**src/rtl/core/vwadpcm_pkg.sv**
```systemverilog
`default_nettype none
package vwadpcm_pkg;

    localparam int MAX_CHANNELS_DEF = 2;

    localparam int SAMPLE_W = 16;
    localparam int INDEX_W  = 7;
    localparam int CODE_W   = 5;
    localparam int START_INDEX_W = 6;
    localparam int NBITS_W  = 3;
    localparam int CHCNT_W  = 2;
    localparam int MULT_W   = 4;
    localparam int COPIES_W = 5;
    localparam int CFG_IDX_W  = 2;
    localparam int CFG_DATA_W = 4;

    localparam logic [INDEX_W-1:0] INDEX_MAX = 7'd88;
    localparam logic signed [SAMPLE_W+1:0] SAMPLE_POS_MAX = 18'sd32767;
    localparam logic signed [SAMPLE_W+1:0] SAMPLE_NEG_MAX = -18'sd32768;

    localparam logic [NBITS_W-1:0] CODE_BITS_RST  = 3'd4;
    localparam logic [CHCNT_W-1:0] CHAN_COUNT_RST = 2'd1;
    localparam logic [MULT_W-1:0]  RATE_MULT_RST  = 4'd1;
    localparam logic [CHCNT_W-1:0] CHAN_STEREO    = 2'd2;

    typedef enum logic [CFG_IDX_W-1:0] {
        CFG_CODE_BITS  = 2'd0,
        CFG_CHAN_COUNT = 2'd1,
        CFG_RATE_MULT  = 2'd2
    } cfg_idx_t;

    typedef enum logic {
        CMD_HEADER = 1'b0,
        CMD_DECODE = 1'b1
    } cmd_t;

    typedef struct packed {
        logic signed [SAMPLE_W-1:0] predictor;
        logic [INDEX_W-1:0]         step_index;
    } chan_state_t;

    localparam logic [14:0] STEP_SIZES [0:88] = '{
        15'd7, 15'd8, 15'd9, 15'd10, 15'd11, 15'd12, 15'd13, 15'd14, 15'd16, 15'd17,
        15'd19, 15'd21, 15'd23, 15'd25, 15'd28, 15'd31, 15'd34, 15'd37, 15'd41, 15'd45,
        15'd50, 15'd55, 15'd60, 15'd66, 15'd73, 15'd80, 15'd88, 15'd97, 15'd107, 15'd118,
        15'd130, 15'd143, 15'd157, 15'd173, 15'd190, 15'd209, 15'd230, 15'd253, 15'd279,
        15'd307, 15'd337, 15'd371, 15'd408, 15'd449, 15'd494, 15'd544, 15'd598, 15'd658,
        15'd724, 15'd796, 15'd876, 15'd963, 15'd1060, 15'd1166, 15'd1282, 15'd1411,
        15'd1552, 15'd1707, 15'd1878, 15'd2066, 15'd2272, 15'd2499, 15'd2749, 15'd3024,
        15'd3327, 15'd3660, 15'd4026, 15'd4428, 15'd4871, 15'd5358, 15'd5894, 15'd6484,
        15'd7132, 15'd7845, 15'd8630, 15'd9493, 15'd10442, 15'd11487, 15'd12635,
        15'd13899, 15'd15289, 15'd16818, 15'd18500, 15'd20350, 15'd22385, 15'd24623,
        15'd27086, 15'd29794, 15'd32767
    };

    function automatic logic signed [5:0] index_adjust(
        input logic [NBITS_W-1:0] nbits,
        input logic [3:0]         mag
    );
        logic signed [5:0] adj;
        adj = -6'sd1;
        case (nbits)
            3'd2:
            begin
                adj = mag[0] ? 6'sd2 : -6'sd1;
            end
            3'd3:
            begin
                case (mag[1:0])
                    2'd2:    adj = 6'sd2;
                    2'd3:    adj = 6'sd4;
                    default: adj = -6'sd1;
                endcase
            end
            3'd4:
            begin
                case (mag[2:0])
                    3'd4:    adj = 6'sd2;
                    3'd5:    adj = 6'sd4;
                    3'd6:    adj = 6'sd6;
                    3'd7:    adj = 6'sd8;
                    default: adj = -6'sd1;
                endcase
            end
            default:
            begin
                case (mag)
                    4'd8:    adj = 6'sd1;
                    4'd9:    adj = 6'sd2;
                    4'd10:   adj = 6'sd4;
                    4'd11:   adj = 6'sd6;
                    4'd12:   adj = 6'sd8;
                    4'd13:   adj = 6'sd10;
                    4'd14:   adj = 6'sd13;
                    4'd15:   adj = 6'sd16;
                    default: adj = -6'sd1;
                endcase
            end
        endcase
        return adj;
    endfunction

endpackage
`default_nettype wire

```
**src/rtl/core/variable_width_adpcm_decoder.sv**
```systemverilog
`default_nettype none
// ADPCM decoder for 2 to 5 bit codes on up to MAX_CHANNELS channels. Requests enter at up to
// one per cycle: the channel state (predictor, step index) is read from a small synchronous
// memory, then updated and written back as the request leaves the stage register, with
// write-first forwarding so that requests for the same channel may follow back to back. Each
// request yields as many copies of its sample as the repeat register asks (twice that in
// mono), 1 to 16 results, one per cycle while out_ready is high, so the output repeater
// sets the sustained rate. out_valid rises once a request has passed the stage and repeater
// registers. Configuration must be written only while idle; the block does not enforce it.
module variable_width_adpcm_decoder
    import vwadpcm_pkg::*;
#(
    parameter int MAX_CHANNELS = MAX_CHANNELS_DEF
)(
    input  wire logic                       clk,
    input  wire logic                       rst_n,
    input  wire logic                       in_valid,
    output logic                            in_ready,
    input  wire logic                       cmd,
    input  wire logic                       channel,
    input  wire logic [CODE_W-1:0]          code,
    input  wire logic signed [SAMPLE_W-1:0] start_sample,
    input  wire logic [START_INDEX_W-1:0]   start_index,
    output logic                            out_valid,
    input  wire logic                       out_ready,
    output logic signed [SAMPLE_W-1:0]      sample,
    output logic                            sample_channel,
    output logic                            last,
    input  wire logic                       cfg_we,
    input  wire logic [CFG_IDX_W-1:0]       cfg_index,
    input  wire logic [CFG_DATA_W-1:0]      cfg_data
);

    localparam int CH_W = (MAX_CHANNELS > 1) ? $clog2(MAX_CHANNELS) : 1;

    logic [NBITS_W-1:0] code_bits_reg;
    logic [CHCNT_W-1:0] channel_count_reg;
    logic [MULT_W-1:0]  rep_mult_reg;

    logic                       s1_valid_reg, s1_valid_next;
    logic                       s1_cmd_reg;
    logic [CH_W-1:0]            s1_ch_reg;
    logic [CODE_W-1:0]          s1_code_reg;
    logic signed [SAMPLE_W-1:0] s1_start_sample_reg;
    logic [START_INDEX_W-1:0]   s1_start_index_reg;

    logic               accept;
    logic               s1_fire;
    logic               slot_free;
    logic [CH_W-1:0]    ch_eff;
    logic [NBITS_W-1:0] nbits;
    logic [MULT_W-1:0]  mult;
    logic [COPIES_W-1:0] copies;
    chan_state_t        cur_state;
    chan_state_t        nxt_state;

    always_ff @(posedge clk or negedge rst_n)
    begin
        if (!rst_n)
        begin
            code_bits_reg     <= CODE_BITS_RST;
            channel_count_reg <= CHAN_COUNT_RST;
            rep_mult_reg      <= RATE_MULT_RST;
        end
        else if (cfg_we)
        begin
            case (cfg_index)
                CFG_CODE_BITS:  code_bits_reg     <= cfg_data[NBITS_W-1:0];
                CFG_CHAN_COUNT: channel_count_reg <= cfg_data[CHCNT_W-1:0];
                CFG_RATE_MULT:  rep_mult_reg      <= cfg_data[MULT_W-1:0];
                default:        ;
            endcase
        end
    end

    always_comb
    begin
        if (code_bits_reg < 3'd2)
        begin
            nbits = 3'd2;
        end
        else if (code_bits_reg > 3'd5)
        begin
            nbits = 3'd5;
        end
        else
        begin
            nbits = code_bits_reg;
        end
        if (rep_mult_reg == '0)
        begin
            mult = 4'd1;
        end
        else if (rep_mult_reg > 4'd8)
        begin
            mult = 4'd8;
        end
        else
        begin
            mult = rep_mult_reg;
        end
        copies = (channel_count_reg == CHAN_STEREO) ? {1'b0, mult} : {mult, 1'b0};
    end

    assign ch_eff   = (32'(channel) < MAX_CHANNELS) ? CH_W'(channel) : '0;
    assign s1_fire  = s1_valid_reg && slot_free;
    assign in_ready = !s1_valid_reg || s1_fire;
    assign accept   = in_valid && in_ready;

    always_comb
    begin
        s1_valid_next = s1_valid_reg;
        if (accept)
        begin
            s1_valid_next = 1'b1;
        end
        else if (s1_fire)
        begin
            s1_valid_next = 1'b0;
        end
    end

    always_ff @(posedge clk or negedge rst_n)
    begin
        if (!rst_n)
        begin
            s1_valid_reg <= 1'b0;
        end
        else
        begin
            s1_valid_reg <= s1_valid_next;
        end
    end

    always_ff @(posedge clk)
    begin
        if (accept)
        begin
            s1_cmd_reg          <= cmd;
            s1_ch_reg           <= ch_eff;
            s1_code_reg         <= code;
            s1_start_sample_reg <= start_sample;
            s1_start_index_reg  <= start_index;
        end
    end

    vwadpcm_state_mem #(
        .MAX_CHANNELS (MAX_CHANNELS),
        .CH_W         (CH_W)
    ) u_state_mem (
        .clk     (clk),
        .rst_n   (rst_n),
        .rd_en   (accept),
        .rd_addr (ch_eff),
        .rd_data (cur_state),
        .wr_en   (s1_fire),
        .wr_addr (s1_ch_reg),
        .wr_data (nxt_state)
    );

    vwadpcm_decode u_decode (
        .cmd          (s1_cmd_reg),
        .code         (s1_code_reg),
        .start_sample (s1_start_sample_reg),
        .start_index  (s1_start_index_reg),
        .nbits        (nbits),
        .cur_state    (cur_state),
        .nxt_state    (nxt_state)
    );

    vwadpcm_repeat u_repeat (
        .clk            (clk),
        .rst_n          (rst_n),
        .load           (s1_fire),
        .load_sample    (nxt_state.predictor),
        .load_channel   (1'(s1_ch_reg)),
        .load_copies    (copies),
        .free           (slot_free),
        .out_valid      (out_valid),
        .out_ready      (out_ready),
        .sample         (sample),
        .sample_channel (sample_channel),
        .last           (last)
    );

`ifndef SYNTHESIS
    a_accept_fills_stage: assert property (@(posedge clk) disable iff (!rst_n)
        accept |=> s1_valid_reg)
        else $error("accepted request lost");
    a_stall_holds: assert property (@(posedge clk) disable iff (!rst_n)
        (s1_valid_reg && !s1_fire) |=> s1_valid_reg && $stable(s1_ch_reg)
            && $stable(s1_code_reg))
        else $error("stalled request changed");
    a_index_range: assert property (@(posedge clk) disable iff (!rst_n)
        s1_fire |-> (nxt_state.step_index <= INDEX_MAX))
        else $error("step index out of range");
`endif

endmodule
`default_nettype wire

```
**src/rtl/core/vwadpcm_state_mem.sv**
```systemverilog
`default_nettype none
module vwadpcm_state_mem
    import vwadpcm_pkg::*;
#(
    parameter int MAX_CHANNELS = MAX_CHANNELS_DEF,
    parameter int CH_W = 1
)(
    input  wire logic            clk,
    input  wire logic            rst_n,
    input  wire logic            rd_en,
    input  wire logic [CH_W-1:0] rd_addr,
    output chan_state_t          rd_data,
    input  wire logic            wr_en,
    input  wire logic [CH_W-1:0] wr_addr,
    input  wire chan_state_t     wr_data
);

    chan_state_t mem [MAX_CHANNELS];
    logic [MAX_CHANNELS-1:0] vld_reg;
    chan_state_t rd_data_reg;

    always_ff @(posedge clk)
    begin
        if (wr_en)
        begin
            mem[wr_addr] <= wr_data;
        end
    end

    always_ff @(posedge clk or negedge rst_n)
    begin
        if (!rst_n)
        begin
            vld_reg <= '0;
        end
        else if (wr_en)
        begin
            vld_reg[wr_addr] <= 1'b1;
        end
    end

    // write-first: a read that meets a write to the same entry sees the new state
    always_ff @(posedge clk)
    begin
        if (rd_en)
        begin
            if (wr_en && (wr_addr == rd_addr))
            begin
                rd_data_reg <= wr_data;
            end
            else if (vld_reg[rd_addr])
            begin
                rd_data_reg <= mem[rd_addr];
            end
            else
            begin
                rd_data_reg <= '0;
            end
        end
    end

    assign rd_data = rd_data_reg;

endmodule
`default_nettype wire

```
**src/rtl/core/vwadpcm_decode.sv**
```systemverilog
`default_nettype none
module vwadpcm_decode
    import vwadpcm_pkg::*;
(
    input  wire logic                       cmd,
    input  wire logic [CODE_W-1:0]          code,
    input  wire logic signed [SAMPLE_W-1:0] start_sample,
    input  wire logic [START_INDEX_W-1:0]   start_index,
    input  wire logic [NBITS_W-1:0]         nbits,
    input  wire chan_state_t                cur_state,
    output chan_state_t                     nxt_state
);

    logic [CODE_W-1:0]         code_m;
    logic                      sign;
    logic [3:0]                mag;
    logic [INDEX_W-1:0]        cur_idx;
    logic [16:0]               step;
    logic [16:0]               diff;
    logic signed [SAMPLE_W+1:0] pred_sum;
    logic signed [7:0]         idx_sum;
    logic [INDEX_W-1:0]        hdr_idx;

    always_comb
    begin
        code_m  = code & CODE_W'((6'd1 << nbits) - 6'd1);
        sign    = code_m[nbits - 3'd1];
        mag     = 4'(code_m & CODE_W'((6'd1 << (nbits - 3'd1)) - 6'd1));
        cur_idx = (cur_state.step_index > INDEX_MAX) ? INDEX_MAX : cur_state.step_index;
        step    = {2'b00, STEP_SIZES[cur_idx]};
        diff    = step >> (nbits - 3'd1);
        for (int k = 0; k < 4; k++)
        begin
            if ((3'(k) < (nbits - 3'd1)) && mag[k])
            begin
                diff = diff + (step >> (nbits - 3'd2 - 3'(k)));
            end
        end
        pred_sum = sign ?
            ({{2{cur_state.predictor[SAMPLE_W-1]}}, cur_state.predictor} - $signed({1'b0, diff}))
          : ({{2{cur_state.predictor[SAMPLE_W-1]}}, cur_state.predictor} + $signed({1'b0, diff}));
        idx_sum  = $signed({1'b0, cur_idx}) + 8'(index_adjust(nbits, mag));
        hdr_idx  = ({1'b0, start_index} > INDEX_MAX) ? INDEX_MAX : {1'b0, start_index};

        if (cmd == CMD_HEADER)
        begin
            nxt_state.predictor  = start_sample;
            nxt_state.step_index = hdr_idx;
        end
        else
        begin
            if (pred_sum > SAMPLE_POS_MAX)
            begin
                nxt_state.predictor = SAMPLE_POS_MAX[SAMPLE_W-1:0];
            end
            else if (pred_sum < SAMPLE_NEG_MAX)
            begin
                nxt_state.predictor = SAMPLE_NEG_MAX[SAMPLE_W-1:0];
            end
            else
            begin
                nxt_state.predictor = pred_sum[SAMPLE_W-1:0];
            end
            if (idx_sum < 8'sd0)
            begin
                nxt_state.step_index = '0;
            end
            else if (idx_sum > $signed({1'b0, INDEX_MAX}))
            begin
                nxt_state.step_index = INDEX_MAX;
            end
            else
            begin
                nxt_state.step_index = idx_sum[INDEX_W-1:0];
            end
        end
    end

endmodule
`default_nettype wire

```
**src/rtl/core/vwadpcm_repeat.sv**
```systemverilog
`default_nettype none
module vwadpcm_repeat
    import vwadpcm_pkg::*;
(
    input  wire logic                       clk,
    input  wire logic                       rst_n,
    input  wire logic                       load,
    input  wire logic signed [SAMPLE_W-1:0] load_sample,
    input  wire logic                       load_channel,
    input  wire logic [COPIES_W-1:0]        load_copies,
    output logic                            free,
    output logic                            out_valid,
    input  wire logic                       out_ready,
    output logic signed [SAMPLE_W-1:0]      sample,
    output logic                            sample_channel,
    output logic                            last
);

    logic                        valid_reg, valid_next;
    logic [COPIES_W-1:0]         cnt_reg, cnt_next;
    logic signed [SAMPLE_W-1:0]  sample_reg;
    logic                        chan_reg;
    logic                        done;

    assign done = valid_reg && out_ready && (cnt_reg == COPIES_W'(1));
    assign free = !valid_reg || done;

    always_comb
    begin
        valid_next = valid_reg;
        cnt_next   = cnt_reg;
        if (load)
        begin
            valid_next = 1'b1;
            cnt_next   = load_copies;
        end
        else if (done)
        begin
            valid_next = 1'b0;
        end
        else if (valid_reg && out_ready)
        begin
            cnt_next = cnt_reg - COPIES_W'(1);
        end
    end

    always_ff @(posedge clk or negedge rst_n)
    begin
        if (!rst_n)
        begin
            valid_reg <= 1'b0;
            cnt_reg   <= '0;
        end
        else
        begin
            valid_reg <= valid_next;
            cnt_reg   <= cnt_next;
        end
    end

    always_ff @(posedge clk)
    begin
        if (load)
        begin
            sample_reg <= load_sample;
            chan_reg   <= load_channel;
        end
    end

    assign out_valid      = valid_reg;
    assign sample         = sample_reg;
    assign sample_channel = chan_reg;
    assign last           = (cnt_reg == COPIES_W'(1));

`ifndef SYNTHESIS
    a_cnt_nonzero: assert property (@(posedge clk) disable iff (!rst_n)
        valid_reg |-> (cnt_reg != '0) && (cnt_reg <= COPIES_W'(16)))
        else $error("repeat count out of range");
    a_load_only_free: assert property (@(posedge clk) disable iff (!rst_n)
        load |-> free)
        else $error("result slot overwritten");
`endif

endmodule
`default_nettype wire
```
**config.mk**
```make
export PLATFORM = sky130hd
export DESIGN_NAME = variable_width_adpcm_decoder
export DESIGN_NICKNAME = d
export VERILOG_FILES = /design/src/rtl/core/vwadpcm_pkg.sv /design/src/rtl/core/variable_width_adpcm_decoder.sv /design/src/rtl/core/vwadpcm_state_mem.sv /design/src/rtl/core/vwadpcm_decode.sv /design/src/rtl/core/vwadpcm_repeat.sv
export SDC_FILE = /design/constraint.sdc
export NUM_CORES = 1
export LEC_CHECK = 0
export BUFFER_PORTS_ARGS = -buffer_cell sky130_fd_sc_hd__buf_2
export CORE_MARGIN = 1.5
export CORE_UTILIZATION = 39
export CTS_CLUSTER_DIAMETER = 100
export DETAILED_ROUTE_END_ITERATION = 10
export GPL_TIMING_DRIVEN = 0
export HOLD_SLACK_MARGIN = 0.06
export SYNTH_ARGS = -nofsm -noshare
export SYNTH_HDL_FRONTEND = slang
export SYNTH_SLANG_ARGS = --single-unit
```
**constraint.sdc**
```tcl
create_clock -name clk -period 13.85 [get_ports clk]
set_clock_uncertainty 0.1 [all_clocks]
set_input_delay 1.385 -clock clk [delete_from_list [all_inputs] [get_ports clk]]
set_output_delay 1.385 -clock clk [all_outputs]
set_load 0.005 [all_outputs]
```
**Word level (Yosys, flattened, before mapping)**

Memories as Yosys holds them, arrays and structs flattened.
Cells that the tools add are included.

- Bits in registers: 87
- Bits in writable memories: 46
- ROM bits: 2,016
- Bits of input ports: 40
- Output and inout bits: 20
- Word-level logic and storage cells: 141
- Memories kept: 3

- Add/sub/neg operators: 15
- Order comparisons: 18
- Eq/ne operators: 15
- Shifts and indexed selects: 7
- Muxes and demuxes: 40
- Bitwise gates (word level): 4
- Reduce and logical (&&, ||, !) cells: 23

Memories:

| memory | depth | bits a word | read ports | clocked after memory_dff | wr ports | line | RTL |
|---|---|---|---|---|---|---|---|
| (no name shown) | 128 | 15 | 1 | 0 | 0 | vwadpcm_decode.sv:30 | `step = {2'b00, STEP_SIZES[cur_idx]};` |
| (no name shown) | 16 | 6 | 1 | 0 | 0 | vwadpcm_pkg.sv:87 | `case (mag)` |
| u_state_mem.mem | 2 | 23 | 1 | 0 | 1 | vwadpcm_state_mem.sv:18 | `chan_state_t mem [MAX_CHANNELS];` |

Operators with widths:

| operator | count |
|---|---|
| $shr 15x3->17 | 5 |
| $mux 23 | 3 |
| $add 17x17->17 | 4 |
| $mux 17 | 4 |
| $mux 16 | 2 |
| $mux 15 | 2 |
| $mux 7 | 4 |
| $pmux 6 s4 | 1 |
| $mux 5 | 4 |
| $add 18x17->18 | 1 |
| $gt 18x16->1 const B | 1 |
| $lt 18x16->1 const B | 1 |
| $mux 18 | 1 |
| $pmux 6 s3 | 1 |
| $sub 18x17->18 | 1 |
| $eq 3x3->1 const B | 5 |
| $pmux 6 s2 | 1 |
| $logic_and 1x1->1 | 10 |
| $mux 1 | 10 |
| $sub 5x1->5 const B | 2 |
| $sub 3x2->3 const B | 3 |
| $add 8x6->8 | 1 |
| $eq 2x2->1 const B | 4 |
| $ge 8x8->1 const B | 1 |
| 36 further kinds | 50 |

**Depth between registers and ports, before layout**

Gate-level depths: netlist of run 1.

- Word-level depth: 22
- Gate-level depth with buffers: 65

**By module**

Synthesis of run 1 repeated with hierarchy kept, for this count alone.

- Cells, all modules: 1,844
- Area total of the unflattened synthesis: 15,506.1 µm²

Modules (own cells, without submodules):

| module | instances | cells an instance | area an instance (µm²) | seq. area each (µm²) |
|---|---|---|---|---|
| vwadpcm_decode | 1 | 1,564 | 10,353.7 | 0.0 |
| vwadpcm_state_mem | 1 | 154 | 2,914.0 | 2,122.0 |
| variable_width_adpcm_decoder | 1 | 71 | 1,362.6 | 1,124.8 |
| vwadpcm_repeat | 1 | 55 | 875.8 | 660.6 |

**Worst setup path after synthesis of run 1**

Ideal clock, no wire load.

- Path type: reg2reg
- Start point: register u_state_mem.rd_data_reg (netlist bit u_state_mem.rd_data[4])
- End point: register u_state_mem.rd_data_reg (netlist bit u_state_mem.rd_data[7]), data pin
- Arrival: 11.681 ns
- Required time: 13.478 ns
- Path slack: 1.797 ns
- Stages on the path, launching flop included: 60
- Path buffers: 5
- Clock period less this slack: 12.053 ns
- Cells stage by stage: edfxtp_1 -> buf_4 -> buf_4 -> buf_2 -> a21oi_1 -> nor2_1 -> nor2_1 -> inv_1 -> ha_1 -> clkbuf_1 -> and2_1 -> o21ai_0 -> a21oi_1 -> o41a_1 -> mux2i_1 -> nand2_1 -> nand2_1 -> nand2_1 -> (+24 left out) -> a31oi_1 -> xnor2_1 -> o22ai_1 -> or3b_4 -> o31ai_1 -> xnor2_1 -> ha_1 -> and3_1 -> a21oi_1 -> o21ai_0 -> or2_2 -> a2111oi_0 -> a21oi_1 -> nand2_1 -> mux2i_2 -> buf_6 -> o211ai_1 -> o221ai_1

- Cells in the longest elaborated chain, start to end: 22
- Elaborated cells on any way between the ends: 28
- Classes of those cells: 6 x add/sub; 3 x order compare; 5 x shift; 12 x mux; 1 x bitwise; 1 x memory

Ends and longest elaborated chain:

| what | line | RTL |
|---|---|---|
| from (decl) | vwadpcm_state_mem.sv:20 | `chan_state_t rd_data_reg;` |
| from (signal assigned) | vwadpcm_state_mem.sv:49 | `rd_data_reg <= wr_data;` |
| from (signal assigned) | vwadpcm_state_mem.sv:53 | `rd_data_reg <= mem[rd_addr];` |
| $gt 7x7->1 | vwadpcm_decode.sv:29 | `cur_idx = (cur_state.step_index > INDEX_MAX) ? INDEX_MAX : cur_state.step_index;` |
| $mux 7 (*) | vwadpcm_decode.sv:29 |  |
| $not 7->8 (implied by the code) (*) | vwadpcm_decode.sv:30 |  |
| $mem_v2 128x15 (*) | -- |  |
| $mux 15 (implied by the code) (*) (2 in a row) | vwadpcm_decode.sv:30 |  |
| $shr 15x3->17 (on tied branches) | vwadpcm_decode.sv:31, vwadpcm_decode.sv:36 |  |
| $add 17x17->17 | vwadpcm_decode.sv:36 | `diff = diff + (step >> (nbits - 3'd2 - 3'(k)));` |
| $mux 17 | vwadpcm_decode.sv:34 | `if ((3'(k) < (nbits - 3'd1)) && mag[k])` |
| (+5 left out) | -- |  |
| $mux 17 (*) | vwadpcm_decode.sv:34 |  |
| $add 18x17->18 / $sub 18x17->18 (equally long branches) | vwadpcm_decode.sv:41, vwadpcm_decode.sv:40 |  |
| $mux 18 (*) | vwadpcm_decode.sv:39 | `pred_sum = sign ?` |
| $lt 18x16->1 | vwadpcm_decode.sv:56 | `else if (pred_sum < SAMPLE_NEG_MAX)` |
| $mux 16 | vwadpcm_decode.sv:56 |  |
| $mux 16 (*) | vwadpcm_decode.sv:52 | `if (pred_sum > SAMPLE_POS_MAX)` |
| $mux 23 (*) | vwadpcm_decode.sv:45 | `if (cmd == CMD_HEADER)` |
| $mux 23 (*) | vwadpcm_state_mem.sv:47 | `if (wr_en && (wr_addr == rd_addr))` |

Every way passes the cells marked *; elsewhere a longest branch is shown, timed or not. The select of a mux whose other input is x is not followed.
A chain may end at the register's enable or synchronous reset.

==> run summary, run 1 <==
Top cell type's share of synthesized area: 0.236
Number of global-route vias before repair: 13800
Synth Flop Type: edfxtp_1
Worst path bufs/invs: 7
Largest stage delay on the critical path: 0.53 ns
Post-synth cell types: 107
TritonCTS Sinks: 133
Synthesized area: 0.0147 mm^2
Largest net degree at the start of global routing: 39
Htree depth: 4
Number of flops mapped to enable cells by yosys: 115
Area leader, netlist: edfxtp_1
Relative slew slack: 0.153
Initial DRC Count: 1338
Syn nets: 1908
Worst Reg-to-Reg Cells: 56
WHS: 0.381 ns
DRC: 0
Wirelength, routed: 54300 um
Worst-Skew Late Latency: 0.41 ns
TritonRoute pass-1 iters: 7
CP arrival: 13.38 ns
Synth Instances: 1755
Initial antenna violation count: 2
Yosys warns: 0
Layout Nets: 2007
Main area contributors after synthesis: edfxtp_1 24%, ha_1 9.2%, a21oi_1 5.4%, nand2_1 4.5%, nor2_1 4.1%
IO Pins: 60
Period utilisation layout: 0.958
I/O Buffers: 59
Clk pin slew, worst setup/hold paths: 0.05 ns
CP max-delay cell: or3b_2
GRT overflow: 0
Max FFs per register: 46
Async SR Flop Fraction: 0.135
CTS Buf Count: 17
CP Capture Type: flip-flop
Die area: 0.0388 mm^2
Die Wd: 197 um
# setup viols final: 0
Final ANT Viol Nets: 0
Detail-routed via count per cell: 6.14
Vias: 14300
CP Data Required Time: 13.97 ns
Register bit total from synthesis: 133
Core area: 0.0368 mm^2
Initial core utilization: 0.399
FP Rows: 70
Cell mode on critical path: ha_1
GPL Wtd Cong: 0.977
Clk root buf: clkbuf_16
Worst-margin pin slew: 1.27 ns
# hold bufs at CTS: 0
Routed wire per std cell: 23.2 um
Post-Syn Area per Cell: 8.35 um^2
Startpoint Class: flip-flop
Sequential share of the synthesized area: 0.267
P&R area growth vs syn: 14.2%
Slew Limit Fails: 0
CP Depth: 56
CP top delay family: compound AO/OA/AOI/OAI gates
Maximum root-to-sink buffer count: 2
Setup CP Type: reg -> reg
Fin crit period: 13.27 ns
Hold Path Stages: 1
GRT Util Overall: 0.278
Hold Path Class: reg -> reg
Outcome: finished, final reports clean
Share of cells above drive strength 1: 0.164
DP HPWL: 42900 um
First-pass GRT wire length: 83100 um
Die height: 197 um
Max Freq: 0.0754 GHz
Max_cap viols: 0
Max Fanout on Critical Path: 10
TritonCTS clock tree: done
Hold Violations, Final: 0
-- what timing repair did --
item,CTS,global route
setup buffers,3,18
endpoints found under the setup margin,64,64
resized for setup,41,84
cloned,0,0
pin swaps,2,15
-- cell usage in the layout, fill, tap and decap left out, types with 22 or more instances in the layout --
cell type  synthesis  routed
a21o_1            36      35
a21oi_1          159     149
and3_1            22      22
buf_2             19      75
buf_4              4      28
clkbuf_1          57      51
edfxtp_1         115     115
ha_1             108     102
inv_1             67      67
mux2i_1           50      47
nand2_1          175     173
nand2b_1          31      31
nand3_1           30      28
nor2_1           162     156
nor3_1            33      31
o21a_1            32      32
o21ai_0          103      89
xnor2_1           60      57
xor2_1            33      33
-- cell families after synthesis --
family,share of synthesized area
compound gates,0.279
xor+xnor,0.0578
fa+ha+maj,0.101
buf+inv,0.0472
flops,0.267
mux,0.0619
simple gates,0.186
-- layout make-up --
| class | instances | area [um^2] |
|---|---|---|
| Antenna cell | 1 | 2.50 |
| Sequential cell | 133 | 3910 |
| Fill cell | 3638 | 20000 |
| Clock inverter | 11 | 63.8 |
| Tap cell | 468 | 586 |
| Buffer | 89 | 428 |
| Multi-Input combinational cell | 1456 | 10600 |
| Inverter | 75 | 282 |
| Timing Repair Buffer | 82 | 488 |
| Clock buffer | 20 | 437 |
-- routing by layer --
layer / GRT usage / share of wire
met2: 0.463 / 0.46
met1: 0.380 / 0.45
met4: 0.0749 / 0.026
met5: 0 / 0.00024
met3: 0.0368 / 0.062
-- path summary, 6_finish.rpt --
kind                                        start                     end  slack [ns]
min in group asynchronous                   rst_n            s1_valid_reg        0.80
setup / recovery           u_state_mem.rd_data[4]  u_state_mem.mem[0][18]        0.58
hold / removal             u_state_mem.vld_reg[0]  u_state_mem.vld_reg[0]        0.38
setup reg to reg           u_state_mem.rd_data[4]  u_state_mem.mem[0][18]        0.58
hold reg to reg            u_state_mem.vld_reg[0]  u_state_mem.vld_reg[0]        0.38
max in group asynchronous                   rst_n         rep_mult_reg[0]       12.52
-- stage by stage --
step | util | cells | TNS (ns) | worst slack [ns] | area [um^2]
2_1_floorplan | - | 1755 | 0 | 1.80 | 14700
3_3_place_gp | 0.423 | 2282 | -96.70 | -1.62 | 15500
3_5_place_dp | 0.424 | 2284 | -102.99 | -1.72 | 15600
4_1_cts | 0.443 | 2317 | 0 | 0.00694 | 16300
5_1_grt | 0.455 | 2334 | -0.0154 | -0.00519 | 16700
6_report | 0.455 | 2335 | 0 | 0.582 | 16700
-- synth_stat cells (all sizes together), types with 7 or more instances --
library cell    n
o2bb2ai        10
and2           22
a221oi         10
o21ai         106
o311ai          8
nand2b         32
inv            70
a22oi           8
ha            108
nand2         175
o21bai         10
nor3           33
mux2i          55
nor2          163
a21oi         167
a22o            9
nor4           10
nand3          31
mux2           18
o211ai         18
a31oi          24
a21o           36
dfrtp          15
clkbuf         57
xor2           34
a211oi         13
o31ai          22
or3            14
a31o            8
edfxtp        115
o22ai           7
o221ai         22
a21boi         11
o21a           32
nor3b           7
or2            16
xnor2          61
a221o           7
buf            34
and3           22
nor2b          19
-- worst register-to-register path: cells and delay by family (launching register included) --
kind	cells	cell delay (ns)
AOI/OAI and AO/OA	23	4.90
xor gates and xnor gates	4	0.67
adders and majority gates	7	2.36
buffers and inverters	7	1.33
DFF	1	0.42
muxes	4	1.16
and+or+nand+nor	11	2.15
Power of run 1 is not shown: default switching activity piles up to over one toggle a cycle in this logic, so the estimate is an artifact.
==> inputs of run 2 (changes only) <==
- BUFFER_PORTS_ARGS: -buffer_cell sky130_fd_sc_hd__buf_2 -> -buffer_cell sky130_fd_sc_hd__clkbuf_2
- MAX_ROUTING_LAYER: default -> met4
==> run 2 against run 1 <==
Against the previous run:
- core utilization rose by 0.26 points
- global-route usage rose by 0.62 points
- via count rose by 0.61%
- critical path depth rose by 2
- final area rose by 0.58%
- sequential cell count did not move
- critical path type unchanged
- largest cell class unchanged
==> run summary, run 2 (synthesized netlist as in run 1, its figures left out) <==
Outcome: finished, final reports clean (unchanged)
HP Start: u_state_mem.vld_reg[0] (unchanged)
Detail-routed via count per cell: 6.17 (was 6.14)
Relative slew slack: 0.154 (was 0.153)
CP Launch Point: u_state_mem.rd_data[4] (unchanged)
Area occupied by multi-input gates: 0.0106 mm^2 (about the same)
TritonRoute pass-1 iters: 6 (was 7)
Reg2Reg Setup Slack: 0.49 ns (was 0.58 ns)
GPL Wtd Cong: 1.04 (was 0.977)
Cell mode on critical path: ha_1 (unchanged)
Die height: 197 um (unchanged)
CTS Buf Count: 17 (unchanged)
I/O Buffers: 59 (unchanged)
Largest net degree at the start of global routing: 28 (was 39)
Most common cell after layout, fill and taps aside: nand2_1 (unchanged)
Number of global-route vias before repair: 13800 (about the same)
Initial core utilization: 0.399 (unchanged)
DP HPWL: 42200 um (was 42900 um)
Max Fanout on Critical Path: 10 (unchanged)
Die Wd: 197 um (unchanged)
CP arrival: 13.37 ns (was 13.38 ns)
CP max-delay cell: a221oi_4 (was or3b_2)
Max Freq: 0.0749 GHz (was 0.0754 GHz)
Die area: 0.0388 mm^2 (unchanged)
Maximum root-to-sink buffer count: 2 (unchanged)
IO Pins: 60 (unchanged)
TNS Setup: 0 ns (unchanged)
Slew Limit Fails: 0 (unchanged)
Wirelength, routed: 53800 um (was 54300 um)
# setup viols final: 0 (unchanged)
FP Rows: 70 (unchanged)
Startpoint Class: flip-flop (unchanged)
Final ANT Viol Nets: 0 (unchanged)
Initial antenna violation count: 0 (was 2)
Commonest cells after routing, fill and taps aside: 174 x nand2_1, 157 x nor2_1, 145 x a21oi_1 (was 173 x nand2_1, 156 x nor2_1, 149 x a21oi_1)
Worst-Skew Late Latency: 0.41 ns (about the same)
Fin crit period: 13.36 ns (was 13.27 ns)
Max_cap viols: 0 (unchanged)
Htree depth: 4 (unchanged)
Vias: 14400 (was 14300)
Register area: 0.00391 mm^2 (unchanged)
CP Data Required Time: 13.86 ns (was 13.97 ns)
Hold Violations, Final: 0 (unchanged)
Routed wire per std cell: 23.0 um (was 23.2 um)
DRC: 0 (unchanged)
Layout Nets: 2008 (was 2007)
P&R area growth vs syn: 14.9% (was 14.2%)
Clk root buf: clkbuf_16 (unchanged)
Share of cells above drive strength 1: 0.170 (was 0.164)
Core area: 0.0368 mm^2 (unchanged)
TritonCTS clock tree: done (unchanged)
Max FFs per register: 46 (unchanged)
GRT overflow: 0 (unchanged)
GRT Util Overall: 0.285 (was 0.278)
Largest stage delay on the critical path: 0.59 ns (was 0.53 ns)
Fill count: 3681 (was 3638)
Setup CP Type: reg -> reg (unchanged)
Worst r2r src: u_state_mem.rd_data[4] (unchanged)
TritonCTS Sinks: 133 (unchanged)
Cell Count Post-Placement: 2284 (unchanged)
Hold Path Class: reg -> reg (unchanged)
Worst-margin pin slew: 1.27 ns (about the same)
Final non-filler cell total: 2337 (was 2335)
First-pass GRT wire length: 82400 um (was 83100 um)
Clk pin slew, worst setup/hold paths: 0.05 ns (about the same)
Initial DRC Count: 1379 (was 1338)
Period utilisation layout: 0.965 (was 0.958)
CP Capture Type: flip-flop (unchanged)
[run 2: cell types whose count changed in the layout (fill, tap and decap cells not counted), sizes merged]
cell	delta
clkbuf	+67
buf	-59
clkinv	-5
inv	-1
[run 2: worst max-delay path: cells and delay by family (launching register included)]
family	cells	cell delay, ns
multiplexers	3	0.72
XOR/XNOR	5	0.85
flip-flops	1	0.37
buffers and inverters	6	1.27
adder cells (fa/ha/maj)	6	2.09
AO/OA/AOI/OAI	26	5.40
AND/OR/NAND/NOR	12	2.21
[run 2: metrics by stage]
step / area [um^2] / hold slack, ns / utilization / worst slack [ns]
final: 16800 / 0.366 / 0.458 / 0.491
after global routing: 16800 / 0.372 / 0.458 / -0.0607
after CTS: 16300 / 0.367 / 0.443 / 0.0228
after detailed placement: 15600 / 0.348 / 0.424 / -1.66
after global placement: 15500 / 0.350 / 0.423 / -1.73
after floorplan: 14700 / 0.333 / - / 1.80
[run 2: timing repair]
item | in CTS | in global routing
buffers inserted | 1 | 21
resized for setup | 41 | 95
hold buffers | 0 | 0
pin swaps | 2 | 18
endpoints found under the setup margin | 64 | 64
[run 2: worst paths after layout]
path	endpoint	depth (start not counted)
max in group asynchronous	rep_mult_reg[0]	1
min reg2reg	u_state_mem.vld_reg[0]	1
max reg2reg	u_state_mem.rd_data[17]	58
max	u_state_mem.rd_data[17]	58
min	u_state_mem.vld_reg[0]	1
min in group asynchronous	u_repeat.out_valid	1
[run 2: layout make-up]
class / instances / area share
Clock buffer: 27 / 0.0299
Sequential cell: 133 / 0.232
Multi-Input combinational cell: 1456 / 0.630
Inverter: 75 / 0.0172
Clock inverter: 5 / 0.00149
Buffer: 89 / 0.0253
Timing Repair Buffer: 83 / 0.0294
Antenna cell: 1 / 0.000149
Tap cell: 468 / 0.0348
[run 2: layer usage]
metal | track usage | part of all wire
met5 | - | 0
met4 | 0.0806 | 0.027
met3 | 0.0347 | 0.071
met2 | 0.454 | 0.46
met1 | 0.379 | 0.44
Power of run 2 is left out for the same reason.
==> inputs of run 3 (changes only) <==
- CORE_UTILIZATION: 39 -> 35
- SYNTH_HIERARCHICAL: default -> 1
==> run 3 against run 2 <==
Against the previous run:
- count of clock-buffer cells in the layout unchanged
- non-clock buffer count increased by 29
- core utilization decreased by 3.1 points
- area after synthesis increased by 5.8%
- die area increased by 18%
- cell count increased by 9.8%
- sequential share of layout area decreased by 2.1 points
==> run summary, run 3 <==
GRT Util Overall: 0.265 (was 0.285)
Main area contributors after synthesis: edfxtp_1 22%, ha_1 8.7%, nor2_1 4.7%, o21ai_0 4.0%, mux2i_1 3.9% (was edfxtp_1 24%, ha_1 9.2%, a21oi_1 5.4%, nand2_1 4.5%, nor2_1 4.1%)
IO Pins: 60 (unchanged)
Fin crit period: 13.41 ns (was 13.36 ns)
Outcome: finished, final reports clean (unchanged)
Number of flops mapped to enable cells by yosys: 115 (unchanged)
Vias: 15400 (was 14400)
Synth Instances: 1844 (was 1755)
TNS Setup: 0 ns (unchanged)
Post-Syn Area per Cell: 8.41 um^2 (was 8.35 um^2)
TritonCTS Sinks: 133 (unchanged)
CTS Buf Count: 25 (was 17)
Max Fanout on Critical Path: 8 (was 10)
Final non-filler cell total: 2565 (was 2337)
Clk root buf: clkbuf_16 (unchanged)
Cell Area, Placed: 0.0166 mm^2 (was 0.0156 mm^2)
Initial core utilization: 0.358 (was 0.399)
Slew Limit Fails: 0 (unchanged)
WHS: 0.411 ns (was 0.366 ns)
Synth top cells by count: 194 x nor2_1, 133 x nand2_1, 123 x o21ai_0 (was 175 x nand2_1, 162 x nor2_1, 159 x a21oi_1)
I/O Buffers: 59 (unchanged)
Cell Count Post-Placement: 2491 (was 2284)
Commonest cells after routing, fill and taps aside: 188 x nor2_1, 125 x nand2_1, 115 x edfxtp_1 (was 174 x nand2_1, 157 x nor2_1, 145 x a21oi_1)
Setup CP Type: reg -> reg (unchanged)
Top-count cell post-synth: nor2_1 (was nand2_1)
DRC: 0 (unchanged)
Die Wd: 213 um (was 197 um)
Htree depth: 4 (unchanged)
CP max-delay cell: or4_4 (was a221oi_4)
Maximum root-to-sink buffer count: 3 (was 2)
First-pass GRT wire length: 88900 um (was 82400 um)
Largest stage delay on the critical path: 0.53 ns (was 0.59 ns)
Synth Flop Type: edfxtp_1 (unchanged)
TritonRoute pass-1 iters: 5 (was 6)
Core area: 0.0434 mm^2 (was 0.0368 mm^2)
FP Rows: 76 (was 70)
Wirelength, routed: 59300 um (was 53800 um)
Worst-Skew Late Latency: 0.47 ns (was 0.41 ns)
Worst-margin pin slew: 1.23 ns (was 1.27 ns)
Largest net degree at the start of global routing: 39 (was 28)
Async SR Flop Fraction: 0.135 (unchanged)
CP Data Required Time: 13.97 ns (was 13.86 ns)
Hold Path Class: reg -> reg (unchanged)
TritonCTS clock tree: done (unchanged)
Post-synth cell types: 111 (was 107)
CP Capture Type: flip-flop (unchanged)
Cell area after layout: 0.0185 mm^2 (was 0.0168 mm^2)
Most common cell after layout, fill and taps aside: nor2_1 (was nand2_1)
Syn nets: 1998 (was 1908)
Share of cells above drive strength 1: 0.218 (was 0.170)
Clk pin slew, worst setup/hold paths: 0.05 ns (about the same)
Initial antenna violation count: 0 (unchanged)
Synthesized area: 0.0155 mm^2 (was 0.0147 mm^2)
Yosys warns: 6 (was 0)
P&R area growth vs syn: 19.3% (was 14.9%)
Register bit total from synthesis: 133 (unchanged)
Initial DRC Count: 1611 (was 1379)
Hold Violations, Final: 0 (unchanged)
Area leader, netlist: edfxtp_1 (unchanged)
Layout Nets: 2128 (was 2008)
Sequential share of the synthesized area: 0.252 (was 0.267)
Max_cap viols: 0 (unchanged)
Max Freq: 0.0745 GHz (was 0.0749 GHz)
GPL Wtd Cong: 1.02 (was 1.04)
Detail-routed via count per cell: 6.02 (was 6.17)
Ant. Diodes: 0 (was 1)
Cell mode on critical path: ha_1 (unchanged)
GRT overflow: 0 (unchanged)
CP arrival: 13.53 ns (was 13.37 ns)
# setup viols final: 0 (unchanged)
Relative slew slack: 0.176 (was 0.154)
Number of global-route vias before repair: 14800 (was 13800)
Routed wire per std cell: 23.1 um (was 23.0 um)
DP HPWL: 46400 um (was 42200 um)
Die height: 213 um (was 197 um)
Die area: 0.0456 mm^2 (was 0.0388 mm^2)
Fill count: 4392 (was 3681)
Startpoint Class: flip-flop (unchanged)
# hold bufs at CTS: 0 (unchanged)
Final ANT Viol Nets: 0 (unchanged)
Max FFs per register: 46 (unchanged)
Top cell type's share of synthesized area: 0.223 (was 0.236)
Period utilisation layout: 0.969 (was 0.965)
## run 3: worst paths after layout
check | start | end | slack (ns) | depth (start not counted)
hold reg to reg | channel_count_reg[1] | channel_count_reg[1] | 0.41 | 1
hold / removal | channel_count_reg[1] | channel_count_reg[1] | 0.41 | 1
setup / recovery | u_state_mem/rd_data[3] | u_state_mem/rd_data[15] | 0.44 | 64
min in group asynchronous | rst_n | s1_valid_reg | 0.76 | 1
setup reg to reg | u_state_mem/rd_data[3] | u_state_mem/rd_data[15] | 0.44 | 64
max in group asynchronous | rst_n | channel_count_reg[0] | 12.53 | 1
## run 3: cell type report
| cell class | instances | area [um^2] | share of cell area |
|---|---|---|---|
| clock buffers | 27 | 633 | 0.0342 |
| multi-input cells | 1520 | 11600 | 0.626 |
| repair buffers | 107 | 716 | 0.0387 |
| flip-flops and latches | 133 | 3910 | 0.211 |
| clock inverters | 6 | 52.6 | 0.00284 |
| plain buffers | 94 | 527 | 0.0285 |
| inverters | 93 | 358 | 0.0193 |
| well taps | 585 | 732 | 0.0396 |
## run 3: metrics by stage
step | worst slack [ns] | utilization
2_1_floorplan | 0.868 | -
3_3_place_gp | -3.29 | 0.381
3_5_place_dp | -3.43 | 0.383
4_1_cts | 0.0143 | 0.408
5_1_grt | -0.146 | 0.427
6_report | 0.435 | 0.427
## run 3: logic make-up after synthesis
family,share of synthesized area
AOI/OAI and AO/OA,0.265
xor gates and xnor gates,0.0445
adders and majority gates,0.0955
buffers and inverters,0.0528
DFF,0.252
muxes,0.0864
and+or+nand+nor,0.204
## run 3: worst max-delay path: cells and delay by family, from the launching register on
| kind | cells | cell delay [ns] |
|---|---|---|
| AO/OA/AOI/OAI | 27 | 5.01 |
| XOR/XNOR | 4 | 0.80 |
| adder cells (fa/ha/maj) | 8 | 2.34 |
| buffers and inverters | 6 | 0.80 |
| flip-flops | 1 | 0.39 |
| multiplexers | 3 | 0.75 |
| AND/OR/NAND/NOR | 16 | 2.91 |
## run 3: metal layers
layer | global-route usage | vias to the layer above | wire [um]
met1 | 0.362 | 7462 | 26400
met3 | 0.0187 | 113 | 3930
met4 | 0.0775 | 0 | 1770
li1 | - | 7209 | -
met2 | 0.421 | 658 | 27200
met5 | - | - | 0
## run 3: timing repair
item,in CTS,in global routing
cloned,0,1
setup endpoints to repair,64,64
resized for setup,96,129
pin swaps,4,44
buffers inserted,9,35
Power of run 3 is left out for the same reason.
